File: src/sv/mrfr_pkg.sv
`timescale 1ns / 1ps
`default_nettype none
// ----------------------------------------------------------------------------
// mrfr_pkg
// Shared types, codes and the CRC-16 byte update for the Modbus RTU receiver.
// ----------------------------------------------------------------------------
package mrfr_pkg;

   // input commands
   localparam logic [1:0] CMD_BYTE    = 2'd0;
   localparam logic [1:0] CMD_EOF     = 2'd1;
   localparam logic [1:0] CMD_EOF_ERR = 2'd2;

   // verdict codes
   localparam logic [2:0] ST_OK        = 3'd0;
   localparam logic [2:0] ST_CRC_ERR   = 3'd1;
   localparam logic [2:0] ST_TOO_SHORT = 3'd2;
   localparam logic [2:0] ST_TOO_LONG  = 3'd3;
   localparam logic [2:0] ST_LINE_ERR  = 3'd4;

   // result kinds
   localparam logic KIND_ECHO    = 1'b0;
   localparam logic KIND_VERDICT = 1'b1;

   // receiver phases
   localparam logic [1:0] PH_IDLE = 2'd0;
   localparam logic [1:0] PH_RECV = 2'd1;
   localparam logic [1:0] PH_SKIP = 2'd2;

   // configuration register indexes
   localparam logic CSR_SLAVE_MODE  = 1'b0;
   localparam logic CSR_OWN_ADDRESS = 1'b1;

   localparam logic [15:0] CRC_INIT = 16'hFFFF;
   localparam logic [15:0] CRC_POLY = 16'hA001;

   typedef struct packed {
      logic [1:0] command;
      logic [7:0] rx_byte;
   } item_type;

   typedef struct packed {
      logic       slave_mode;
      logic [7:0] own_address;
   } cfg_type;

   typedef struct packed {
      logic        kind;
      logic [7:0]  position;
      logic [7:0]  byte_value;
      logic [2:0]  status;
      logic [7:0]  frame_address;
      logic [7:0]  function_code;
      logic [7:0]  data_length;
      logic [15:0] computed_crc;
   } result_type;

   // reflected CRC-16, one byte
   function automatic logic [15:0] crc16_byte(input logic [15:0] crc, input logic [7:0] b);
      logic [15:0] c;
      c = crc ^ {8'h00, b};
      for (int i = 0; i < 8; i++) begin
         if (c[0]) begin
            c = (c >> 1) ^ CRC_POLY;
         end else begin
            c = c >> 1;
         end
      end
      return c;
   endfunction

endpackage
`default_nettype wire

File: src/sv/mrfr_in_stage.sv
`timescale 1ns / 1ps
`default_nettype none
// ----------------------------------------------------------------------------
// mrfr_in_stage
// Input register: captures one item and holds it until the frame core takes it.
// ----------------------------------------------------------------------------
module mrfr_in_stage
   import mrfr_pkg::*;
(
   input  wire logic     clock,
   input  wire logic     reset,
   input  wire logic     req_valid,
   output logic          req_ready,
   input  wire item_type req_item,
   output logic          in_valid,
   output item_type      in_item,
   input  wire logic     take
);

   logic     valid_ff;
   logic     valid_in;
   item_type item_ff;

   assign req_ready = !valid_ff || take;
   assign in_valid  = valid_ff;
   assign in_item   = item_ff;

   always_comb begin
      valid_in = valid_ff;
      if (req_valid && req_ready) begin
         valid_in = 1'b1;
      end else if (take) begin
         valid_in = 1'b0;
      end
   end

   always_ff @(posedge clock) begin
      if (reset) begin
         valid_ff <= 1'b0;
      end else begin
         valid_ff <= valid_in;
      end
   end

   always_ff @(posedge clock) begin
      if (req_valid && req_ready) begin
         item_ff <= req_item;
      end
   end

endmodule
`default_nettype wire

File: src/sv/mrfr_frame_core.sv
`timescale 1ns / 1ps
`default_nettype none
// ----------------------------------------------------------------------------
// mrfr_frame_core
// Frame state, CRC accumulation, echo and verdict logic, and result register.
// ----------------------------------------------------------------------------
module mrfr_frame_core
   import mrfr_pkg::*;
#(
   parameter int MAX_FRAME_BYTES = 256
) (
   input  wire logic     clock,
   input  wire logic     reset,
   input  wire cfg_type  cfg,
   input  wire logic     in_valid,
   input  wire item_type in_item,
   output logic          take,
   output logic          rsp_valid,
   input  wire logic     rsp_ready,
   output result_type    rsp_result
);

   localparam int CW = $clog2(MAX_FRAME_BYTES + 1);
   localparam int DW = (CW > 8) ? CW : 8;

   logic [1:0]    phase_ff, phase_in;
   logic [CW-1:0] count_ff, count_in;
   logic [15:0]   crc_ff, crc_in;
   logic [15:0]   held_ff, held_in;
   logic [7:0]    addr_ff, addr_in;
   logic [7:0]    func_ff, func_in;
   logic          ovf_ff, ovf_in;

   logic          rsp_valid_ff;
   result_type    result_ff;
   logic          res_valid;
   result_type    res;

   logic [DW-1:0] dlen_w;
   logic [15:0]   rx_crc;

   assign take       = !rsp_valid_ff || rsp_ready;
   assign rsp_valid  = rsp_valid_ff;
   assign rsp_result = result_ff;

   assign dlen_w = DW'(count_ff) - DW'(4);
   // CRC travels low byte first, so the older held byte is the low half
   assign rx_crc = {held_ff[7:0], held_ff[15:8]};

   always_comb begin
      phase_in  = phase_ff;
      count_in  = count_ff;
      crc_in    = crc_ff;
      held_in   = held_ff;
      addr_in   = addr_ff;
      func_in   = func_ff;
      ovf_in    = ovf_ff;
      res_valid = 1'b0;
      res       = '0;
      if (in_valid && take) begin
         unique case (in_item.command)
            CMD_BYTE: begin
               if (phase_ff != PH_SKIP) begin
                  if (phase_ff == PH_IDLE && cfg.slave_mode &&
                      in_item.rx_byte != cfg.own_address) begin
                     phase_in = PH_SKIP;
                  end else begin
                     // idle state is always clear, so count is zero here
                     if (phase_ff == PH_IDLE) begin
                        phase_in = PH_RECV;
                        addr_in  = in_item.rx_byte;
                     end
                     if (count_ff >= CW'(MAX_FRAME_BYTES)) begin
                        ovf_in = 1'b1;
                     end else begin
                        if (count_ff == CW'(1)) begin
                           func_in = in_item.rx_byte;
                        end
                        if (count_ff >= CW'(2)) begin
                           crc_in = crc16_byte(crc_ff, held_ff[15:8]);
                        end
                        held_in        = {held_ff[7:0], in_item.rx_byte};
                        count_in       = count_ff + CW'(1);
                        res_valid      = 1'b1;
                        res.kind       = KIND_ECHO;
                        res.position   = 8'(count_ff);
                        res.byte_value = in_item.rx_byte;
                     end
                  end
               end
            end
            CMD_EOF, CMD_EOF_ERR: begin
               if (phase_ff == PH_RECV) begin
                  res_valid         = 1'b1;
                  res.kind          = KIND_VERDICT;
                  res.frame_address = addr_ff;
                  res.function_code = func_ff;
                  if (in_item.command == CMD_EOF_ERR) begin
                     res.status = ST_LINE_ERR;
                  end else if (count_ff < CW'(4)) begin
                     res.status = ST_TOO_SHORT;
                  end else if (ovf_ff) begin
                     res.status = ST_TOO_LONG;
                  end else begin
                     res.status       = (rx_crc == crc_ff) ? ST_OK : ST_CRC_ERR;
                     res.computed_crc = crc_ff;
                     res.data_length  = (dlen_w > DW'(255)) ? 8'hFF : 8'(dlen_w);
                  end
                  count_in = '0;
                  crc_in   = CRC_INIT;
                  held_in  = '0;
                  addr_in  = '0;
                  func_in  = '0;
                  ovf_in   = 1'b0;
               end
               phase_in = PH_IDLE;
            end
            default: begin
            end
         endcase
      end
   end

   always_ff @(posedge clock) begin
      if (reset) begin
         phase_ff     <= PH_IDLE;
         count_ff     <= '0;
         crc_ff       <= CRC_INIT;
         held_ff      <= '0;
         addr_ff      <= '0;
         func_ff      <= '0;
         ovf_ff       <= 1'b0;
         rsp_valid_ff <= 1'b0;
      end else begin
         phase_ff <= phase_in;
         count_ff <= count_in;
         crc_ff   <= crc_in;
         held_ff  <= held_in;
         addr_ff  <= addr_in;
         func_ff  <= func_in;
         ovf_ff   <= ovf_in;
         if (take) begin
            rsp_valid_ff <= in_valid && res_valid;
         end
      end
   end

   always_ff @(posedge clock) begin
      if (take && res_valid) begin
         result_ff <= res;
      end
   end

endmodule
`default_nettype wire

File: src/sv/modbus_rtu_frame_receiver_unit.sv
`timescale 1ns / 1ps
`default_nettype none
// ----------------------------------------------------------------------------
// modbus_rtu_frame_receiver_unit
// Modbus RTU frame receiver: byte echo, address filter and CRC-16 verdict.
// ----------------------------------------------------------------------------
// Usage:
//   req_* carries one item per handshake: a received byte or an end of frame
//   (with or without line error). rsp_* returns at most one result per item:
//   an echo of an accepted byte with its position, or the frame verdict.
//   csr_* writes slave_mode (index 0) and own_address (index 1);
//   write only while no item is in flight.
//   The accepting edge loads the input register; the result register loads
//   from it when the frame core takes the item, and rsp_valid then rises.
//   Throughput is one item per cycle while rsp_ready takes each result; the
//   byte-wide CRC update completes in the single logic stage between the two registers.
//   If rsp_ready is low, the result register holds, then the input register
//   fills, and req_ready drops; nothing is lost.
//   Reset clears both registers' valid flags, the frame state, and sets
//   slave_mode = 1, own_address = 1.
// ----------------------------------------------------------------------------
module modbus_rtu_frame_receiver_unit
   import mrfr_pkg::*;
#(
   parameter int MAX_FRAME_BYTES = 256
) (
   input  wire logic        clock,
   input  wire logic        reset,
   input  wire logic        req_valid,
   output logic             req_ready,
   input  wire logic [1:0]  req_command,
   input  wire logic [7:0]  req_rx_byte,
   output logic             rsp_valid,
   input  wire logic        rsp_ready,
   output logic             rsp_kind,
   output logic [7:0]       rsp_position,
   output logic [7:0]       rsp_byte_value,
   output logic [2:0]       rsp_status,
   output logic [7:0]       rsp_frame_address,
   output logic [7:0]       rsp_function_code,
   output logic [7:0]       rsp_data_length,
   output logic [15:0]      rsp_computed_crc,
   input  wire logic        csr_we,
   input  wire logic        csr_index,
   input  wire logic [7:0]  csr_wdata
);

   cfg_type    cfg_ff;
   item_type   req_item;
   item_type   in_item;
   logic       in_valid;
   logic       take;
   result_type result;

   assign req_item.command = req_command;
   assign req_item.rx_byte = req_rx_byte;

   always_ff @(posedge clock) begin
      if (reset) begin
         cfg_ff.slave_mode  <= 1'b1;
         cfg_ff.own_address <= 8'd1;
      end else if (csr_we) begin
         unique case (csr_index)
            CSR_SLAVE_MODE:  cfg_ff.slave_mode  <= csr_wdata[0];
            CSR_OWN_ADDRESS: cfg_ff.own_address <= csr_wdata;
            default: begin
            end
         endcase
      end
   end

   mrfr_in_stage u_in_stage (
      .clock     (clock),
      .reset     (reset),
      .req_valid (req_valid),
      .req_ready (req_ready),
      .req_item  (req_item),
      .in_valid  (in_valid),
      .in_item   (in_item),
      .take      (take)
   );

   mrfr_frame_core #(
      .MAX_FRAME_BYTES (MAX_FRAME_BYTES)
   ) u_frame_core (
      .clock      (clock),
      .reset      (reset),
      .cfg        (cfg_ff),
      .in_valid   (in_valid),
      .in_item    (in_item),
      .take       (take),
      .rsp_valid  (rsp_valid),
      .rsp_ready  (rsp_ready),
      .rsp_result (result)
   );

   assign rsp_kind          = result.kind;
   assign rsp_position      = result.position;
   assign rsp_byte_value    = result.byte_value;
   assign rsp_status        = result.status;
   assign rsp_frame_address = result.frame_address;
   assign rsp_function_code = result.function_code;
   assign rsp_data_length   = result.data_length;
   assign rsp_computed_crc  = result.computed_crc;

endmodule
`default_nettype wire
File: config.mk
export PLATFORM = sky130hd
export DESIGN_NAME = modbus_rtu_frame_receiver_unit
export DESIGN_NICKNAME = d
export VERILOG_FILES = /design/src/sv/mrfr_pkg.sv /design/src/sv/mrfr_in_stage.sv /design/src/sv/mrfr_frame_core.sv /design/src/sv/modbus_rtu_frame_receiver_unit.sv
export SDC_FILE = /design/constraint.sdc
export NUM_CORES = 1
export LEC_CHECK = 0
export BUFFER_PORTS_ARGS = -buffer_cell sky130_fd_sc_hd__buf_4
export CAP_MARGIN = 10
export CORE_MARGIN = 4
export CORE_UTILIZATION = 52
export DETAILED_ROUTE_END_ITERATION = 6
export PLACE_DENSITY_LB_ADDON = 0.05
export SLEW_MARGIN = 25
export SYNTH_ARGS = -nofsm -noshare
export SYNTH_HDL_FRONTEND = slang
export SYNTH_HIERARCHICAL = 1
export SYNTH_SLANG_ARGS = --single-unit
File: constraint.sdc
create_clock -name clock -period 3.1 [get_ports clock]
set_clock_uncertainty 0.15 [all_clocks]
set_input_delay 0.31 -clock clock [delete_from_list [all_inputs] [get_ports clock]]
set_output_delay 0.31 -clock clock [all_outputs]
set_load 0.05 [all_outputs]
==> After elaboration in Yosys (flattened, before gate mapping) <==
Index checks and enable logic that the tools add are counted.
{ "op_classes": {"n_div": 0, "muxes": 102, "n_eq_ne": 16, "n_bitwise": 15, "n_reduce_logical": 28, "multipliers": 0, "n_lt_le_gt_ge": 4, "addsub": 2, "n_shift": 0} }
{ "op_table": {"columns": ["op", "count"], "rows": [
  ["2-to-1 mux 16 bit", 60],
  ["2-to-1 mux 8 bit", 9],
  ["one-hot mux 16 bit (2 select lines)", 2],
  ["2-to-1 mux 9 bit", 4],
  ["2-to-1 mux 17 bit", 2],
  ["one-hot mux 8 bit (2 select lines)", 2],
  ["inverter 2 -> 3 bit", 8],
  ["one-hot mux 9 bit (2 select lines)", 1],
  ["AND reduction 6 bit", 3],
  ["== test 16 bit", 1],
  ["XOR 16 x 8 -> 16 bit", 1],
  ["AND reduction 7 bit", 2],
  ["2-to-1 mux 1 bit", 12],
  ["!= test 2 x 1 -> 1 bit (second input constant)", 6],
  ["OR reduction 5 bit", 2],
  ["adder 9 x 1 -> 9 bit (second input constant)", 1],
  ["== test 9 x 1 -> 1 bit (second input constant)", 1],
  [">= comparator 9 x 2 -> 1 bit (second input constant)", 1],
  [">= comparator 9 bit (second input constant)", 1],
  ["greater-than comparator 9 x 8 -> 1 bit (second input constant)", 1],
  ["< comparator 9 x 3 -> 1 bit (second input constant)", 1],
  ["2-to-1 mux 3 bit", 3],
  ["subtractor 9 x 3 -> 9 bit (second input constant)", 1],
  ["!= test 8 bit", 1],
  ["other kinds (19)", 41]
]} }
{ "word_totals": {"output_inout_bits": 62, "word_cells": 190, "romBits": 0, "ramBits": 0, "in_bits": 24, "latchBits": 0, "n_memories": 0, "ff_bits": 141} }

==> Logic depth before layout (Yosys ltp) <==
{ "logic_depth": {"word_depth": 64, "depth_mapped": 11, "depth_no_buf": 8} }

==> Hierarchy <==
Netlist, hierarchy kept.
{ "modules_own_cells": {"columns": ["module", "seq_area_each_um2", "instances", "area_each_um2", "cells_per_inst"], "rows": [
  ["mrfr_frame_core", 3022.9, 1, 5550.3, 534],
  ["modbus_rtu_frame_receiver_unit", 180.2, 1, 411.6, 41],
  ["mrfr_in_stage", 320.3, 1, 355.3, 15]
]} }

==> Worst setup path before layout <==
OpenSTA, ideal clock, no wires.
{ "synth_path": {"path_kind": "reg2reg", "startpoint": "register u_in_stage.item_ff, in the netlist u_in_stage/in_item[6]", "endpoint": "register u_frame_core.result_ff, in the netlist u_frame_core/rsp_result[0], enable pin", "arrival_time_ns": 2.822, "stages_incl_launch_ff": 9, "n_path_buf": 2, "setup_ns": 0.414, "period_less_slack_ns": 3.387, "required_time_ns": 2.536, "path_slack_ns": -0.287, "cell_sequence": "edfxtp_1 xor2_1 nor4_1 a21oi_1 buf_6 clkbuf_1 nor3_1 o21bai_1 inv_1"} }
{ "synth_via": {"elab_chain_len": 7} }
{ "synth_rtl": {"columns": ["element", "line", "source"], "rows": [
  ["start, declared", "mrfr_in_stage.sv:22", "item_type item_ff;"],
  ["start signal, assigned", "mrfr_in_stage.sv:47", "item_ff <= req_item;"],
  ["!= test 8 bit", "mrfr_frame_core.sv:65", "in_item.rx_byte != cfg.own_address) begin"],
  ["logical AND 1 bit", "mrfr_frame_core.sv:64", "if (phase_ff == PH_IDLE && cfg.slave_mode &&"],
  ["2-to-1 mux 1 bit", "mrfr_frame_core.sv:64", null],
  ["2-to-1 mux 1 bit", "mrfr_frame_core.sv:63", "if (phase_ff != PH_SKIP) begin"],
  ["one-hot mux 1 bit (2 select lines)", "mrfr_frame_core.sv:61", "unique case (in_item.command)"],
  ["2-to-1 mux 1 bit", "mrfr_frame_core.sv:60", "if (in_valid && take) begin"],
  ["logical AND 1 bit", "mrfr_frame_core.sv:149", "if (take && res_valid) begin"],
  ["end signal, assigned", "mrfr_frame_core.sv:150", "result_ff <= res;"],
  ["end, declared", "mrfr_frame_core.sv:35", "result_type result_ff;"]
]} }
No other way between the ends.
A chain may end at the register's enable or synchronous reset.

==> Final worst setup path <==
{ "layout_path": {"startpoint": "register u_in_stage.item_ff, in the netlist u_in_stage/in_item[7]", "endpoint": "register u_frame_core.crc_ff[8]"} }
{ "layout_via": {"elab_chain_len": 4} }
{ "layout_rtl": {"columns": ["element", "line", "source"], "rows": [
  ["!= test 8 bit", "mrfr_frame_core.sv:65", null],
  ["logical AND 1 bit", "mrfr_frame_core.sv:64", null],
  ["!= test 2 bit (no source line)", null, null],
  ["AND reduction 7 bit (no source line)", null, null],
  ["end signal, assigned", "mrfr_frame_core.sv:137", "crc_ff <= crc_in;"],
  ["end, declared", "mrfr_frame_core.sv:28", "logic [15:0] crc_ff, crc_in;"]
]} }
No other way between the ends.

==> impl_summary.log <==
[metrics] number of H-tree levels: 4
[metrics] post-synthesis mux area share: 0.00337
[metrics] Buffers on Ports: 85
[metrics] Max Clk Rate: between 300 and 400 MHz
[metrics] power consumption: 4.35 mW
[metrics] Sink Count: roughly 140
[metrics] effective utilization at floorplan: 0.542
[metrics] core outline area: approximately 12000 µm²
[metrics] Post-layout nets: 719
[metrics] Antenna Diode Count: 0
[metrics] leading cell type in the layout, fill and taps excluded: sky130_fd_sc_hd__buf_4
[metrics] top library cells by usage in the layout, fill and taps aside: 97 x sky130_fd_sc_hd__buf_4, 70 x sky130_fd_sc_hd__dfxtp_1, 70 x sky130_fd_sc_hd__edfxtp_1
[metrics] CTS tree: built
[metrics] setup repair bufs after CTS: 0
[metrics] DR pass1 iterations: 7
[metrics] xor/xnor cell area share of the yosys netlist: 0.0665
[metrics] pin count of the biggest net entering global routing: 61
[metrics] die outline height: 118 µm
[metrics] maximum clock path buffer count: 2
[metrics] kind of end point of the critical path: register
[metrics] clock slew seen by the registers of the worst setup and hold paths: about 0.060 ns
[metrics] synthesized flop and latch total: 141
[metrics] class of the most critical hold timing path: input port to register
[metrics] initial antenna violation count: 0
[metrics] power density over the cells: roughly 560 nW/µm²
[metrics] synthesized netlist net count: around 630
[metrics] count of routing violations after the opening detailed-route iteration: 255
[metrics] Antenna Nets Post-Route: 0
[metrics] average vias per placed instance: about 5.4
[metrics] area grow syn2layout: 23.6%
[metrics] setup TNS after final layout: 0 ns
[metrics] total via count in the routed design: approximately 4.6k
[metrics] normalized max-slew margin: 0.405
[metrics] final hold violation count: 0
[metrics] Worst Max-Slew Pin Slew: 0.890 ns
[metrics] global-route wire length before repair: around 23000 µm
[metrics] number of cells produced by synthesis: slightly below 600
[metrics] run status: finished clean
[metrics] Die X: roughly 120 µm
[metrics] Detailed Place HPWL: approximately 9500 µm
[metrics] Mapped Avg Cell Area: about 11 µm²
[metrics] total of max-cap violations: 0
[metrics] Total Die Area: approximately 14000 µm²
[metrics] Synth Area in Compound Gates: 0.128
[metrics] leakage dissipation: just under 3 nW
[metrics] post-route DRC violation count: 0
[metrics] Simple-Gate Fraction of Synth Area: 0.182
[metrics] layout cell share with drive strength beyond 1: 0.217
[metrics] most common flop cell mapped by yosys: sky130_fd_sc_hd__dfxtp_1
[metrics] register area share after synthesis: 0.558
[metrics] overflow left after global routing: 0
[metrics] async set-reset flop share out of synthesis: 0
[metrics] final worst-path cycle share: 0.916
[metrics] wire per inst: between 15 and 20 µm
[metrics] required time reported for the critical path endpoint: 3.25 ns
[metrics] final critical delay including setup and external delays: around 2.8 ns
[metrics] post-synthesis instance area: about 6300 µm²
[metrics] Critical Setup Path Class: register to register
[metrics] overall fraction of global-route tracks in use: 0.204
[metrics] clock insertion delay at the later pin of the skew report: around 0.42 ns
[metrics] I/O pin count: between 80 and 90
[metrics] setup repair after global routing missed its margin: no
[metrics] cell chosen for the clock root: sky130_fd_sc_hd__clkbuf_16
[metrics] count of final max-slew check failures: 0
[metrics] dominant combinational cell family by area after synthesis: simple AND/OR/NAND/NOR gates
[metrics] WP data arrival: 2.99 ns
[metrics] crit path launch type: register
[metrics] number of warnings issued by yosys: 6
[metrics] via count of the first global-routing pass: approximately 4.5k
[metrics] number of synthesized flops with an enable pin: 70
[metrics] Max IR drop VDD: about 0.46 mV
[metrics] count of standard-cell rows: 39
[metrics] routability cong.: 0.878
[metrics] clock buffer count from CTS: 17
[metrics] final WL: 13800 µm
[metrics] setup violators final: 0
[metrics] number of distinct library cells after synthesis: 58
[metrics] adder-cell share of the synthesized area: 0.0257
[metrics] critical path peak fanout: 16
worst max-delay path, stage by stage (launching register included):
cell and delay (ns):
sky130_fd_sc_hd__edfxtp_1 0.44, sky130_fd_sc_hd__xor2_1 0.18, sky130_fd_sc_hd__nor4_1 0.37, sky130_fd_sc_hd__a21oi_1 0.32
sky130_fd_sc_hd__buf_4 0.27, sky130_fd_sc_hd__a221o_2 0.54, sky130_fd_sc_hd__nor3_1 0.35, sky130_fd_sc_hd__o21bai_1 0.10
cells in the mapped netlist, types with 10 or more instances:
library cell / number / area share
sky130_fd_sc_hd__nor3_1: 17 / 0.013
sky130_fd_sc_hd__nor2_1: 48 / 0.029
sky130_fd_sc_hd__dfxtp_1: 71 / 0.22
sky130_fd_sc_hd__buf_2: 11 / 0.0087
sky130_fd_sc_hd__xor2_1: 12 / 0.017
sky130_fd_sc_hd__and2_1: 45 / 0.045
sky130_fd_sc_hd__o21bai_1: 18 / 0.021
sky130_fd_sc_hd__ha_1: 13 / 0.026
sky130_fd_sc_hd__nand2_1: 45 / 0.027
sky130_fd_sc_hd__o21ai_0: 18 / 0.014
sky130_fd_sc_hd__clkbuf_1: 17 / 0.010
sky130_fd_sc_hd__xnor2_1: 28 / 0.039
sky130_fd_sc_hd__edfxtp_1: 70 / 0.33
sky130_fd_sc_hd__a21oi_1: 52 / 0.041
sky130_fd_sc_hd__inv_1: 10 / 0.0059
sky130_fd_sc_hd__nand3_1: 26 / 0.021
cells by family after synthesis:
logic type,count (synthesis)
buf+inv,46
compound gates,121
xor+xnor,43
fa+ha+maj,13
simple gates,224
flops,141
mux,2
path summary, 6_finish.rpt:
check,slack [ns],endpoint,from,cells after the start
max,0.26,u_frame_core/crc_ff[8],u_in_stage/in_item[7],7
max reg2reg,0.26,u_frame_core/crc_ff[8],u_in_stage/in_item[7],7
min,0.02,cfg_ff[1],csr_wdata[1],3
min reg2reg,0.32,u_frame_core/addr_ff[5],u_frame_core/addr_ff[5],2
repair_timing:
item | 4_1_cts | 5_1_grt
gates resized for setup | 0 | 1
hold buffers | 11 | 0
endpoints found under the setup margin | 0 | 38
endpoints found under the hold margin | 11 | 0
layout make-up:
cell class                 instances  area, µm²
fill                             908       3850
multi-input combinational        403       2570
sequential                       141       3520
inverter                          10       41.3
timing repair buffer             109        858
tap                              143        179
clock inverter                    10        131
clock buffer                      22        507
registers in the layout, summed over array words and instances (netlist names):
name / count
u_frame_core/count_ff: 9
u_in_stage/in_item: 10
u_frame_core/rsp_valid: 1
u_in_stage/in_valid: 1
u_frame_core/rsp_result: 60
u_frame_core/func_ff: 8
cfg_ff: 9
u_frame_core/phase_ff: 2
u_frame_core/held_ff: 16
u_frame_core/addr_ff: 8
u_frame_core/ovf_ff: 1
u_frame_core/crc_ff: 16
layer usage:
| layer | wire length (µm) | vias up | GRT usage |
|---|---|---|---|
| li1 | - | 2262 | - |
| met1 | 6510 | 2169 | 0.273 |
| met2 | 6450 | 122 | 0.326 |
| met3 | 739 | 13 | 0.0506 |
| met4 | 147 | 0 | 0.0725 |
| met5 | 0 | - | 0 |
stage by stage:
| stage | instance area (µm²) | util | hold slack, ns | std cells | worst slack (ns) |
|---|---|---|---|---|---|
| 4_1_cts | 7810 | 0.669 | 0.0000182 | 838 | 0.212 |
| 2_1_floorplan | 6320 | - | 0.222 | 590 | 0.00595 |
| 3_3_place_gp | 7060 | 0.605 | 0.313 | 795 | 0.338 |
| 5_1_grt | 7810 | 0.670 | 0.00329 | 838 | 0.0205 |
| 6_report | 7810 | 0.670 | 0.0178 | 838 | 0.260 |
| 3_5_place_dp | 7060 | 0.605 | 0.315 | 795 | 0.204 |
where the power goes:
group | switching [mW] | internal, mW
Combinational | 0.144 | 0.0861
Sequential | 0.0189 | 1.97
Clock | 0.733 | 1.40
Total | 0.896 | 3.45
(Power assumes the default switching activity.)
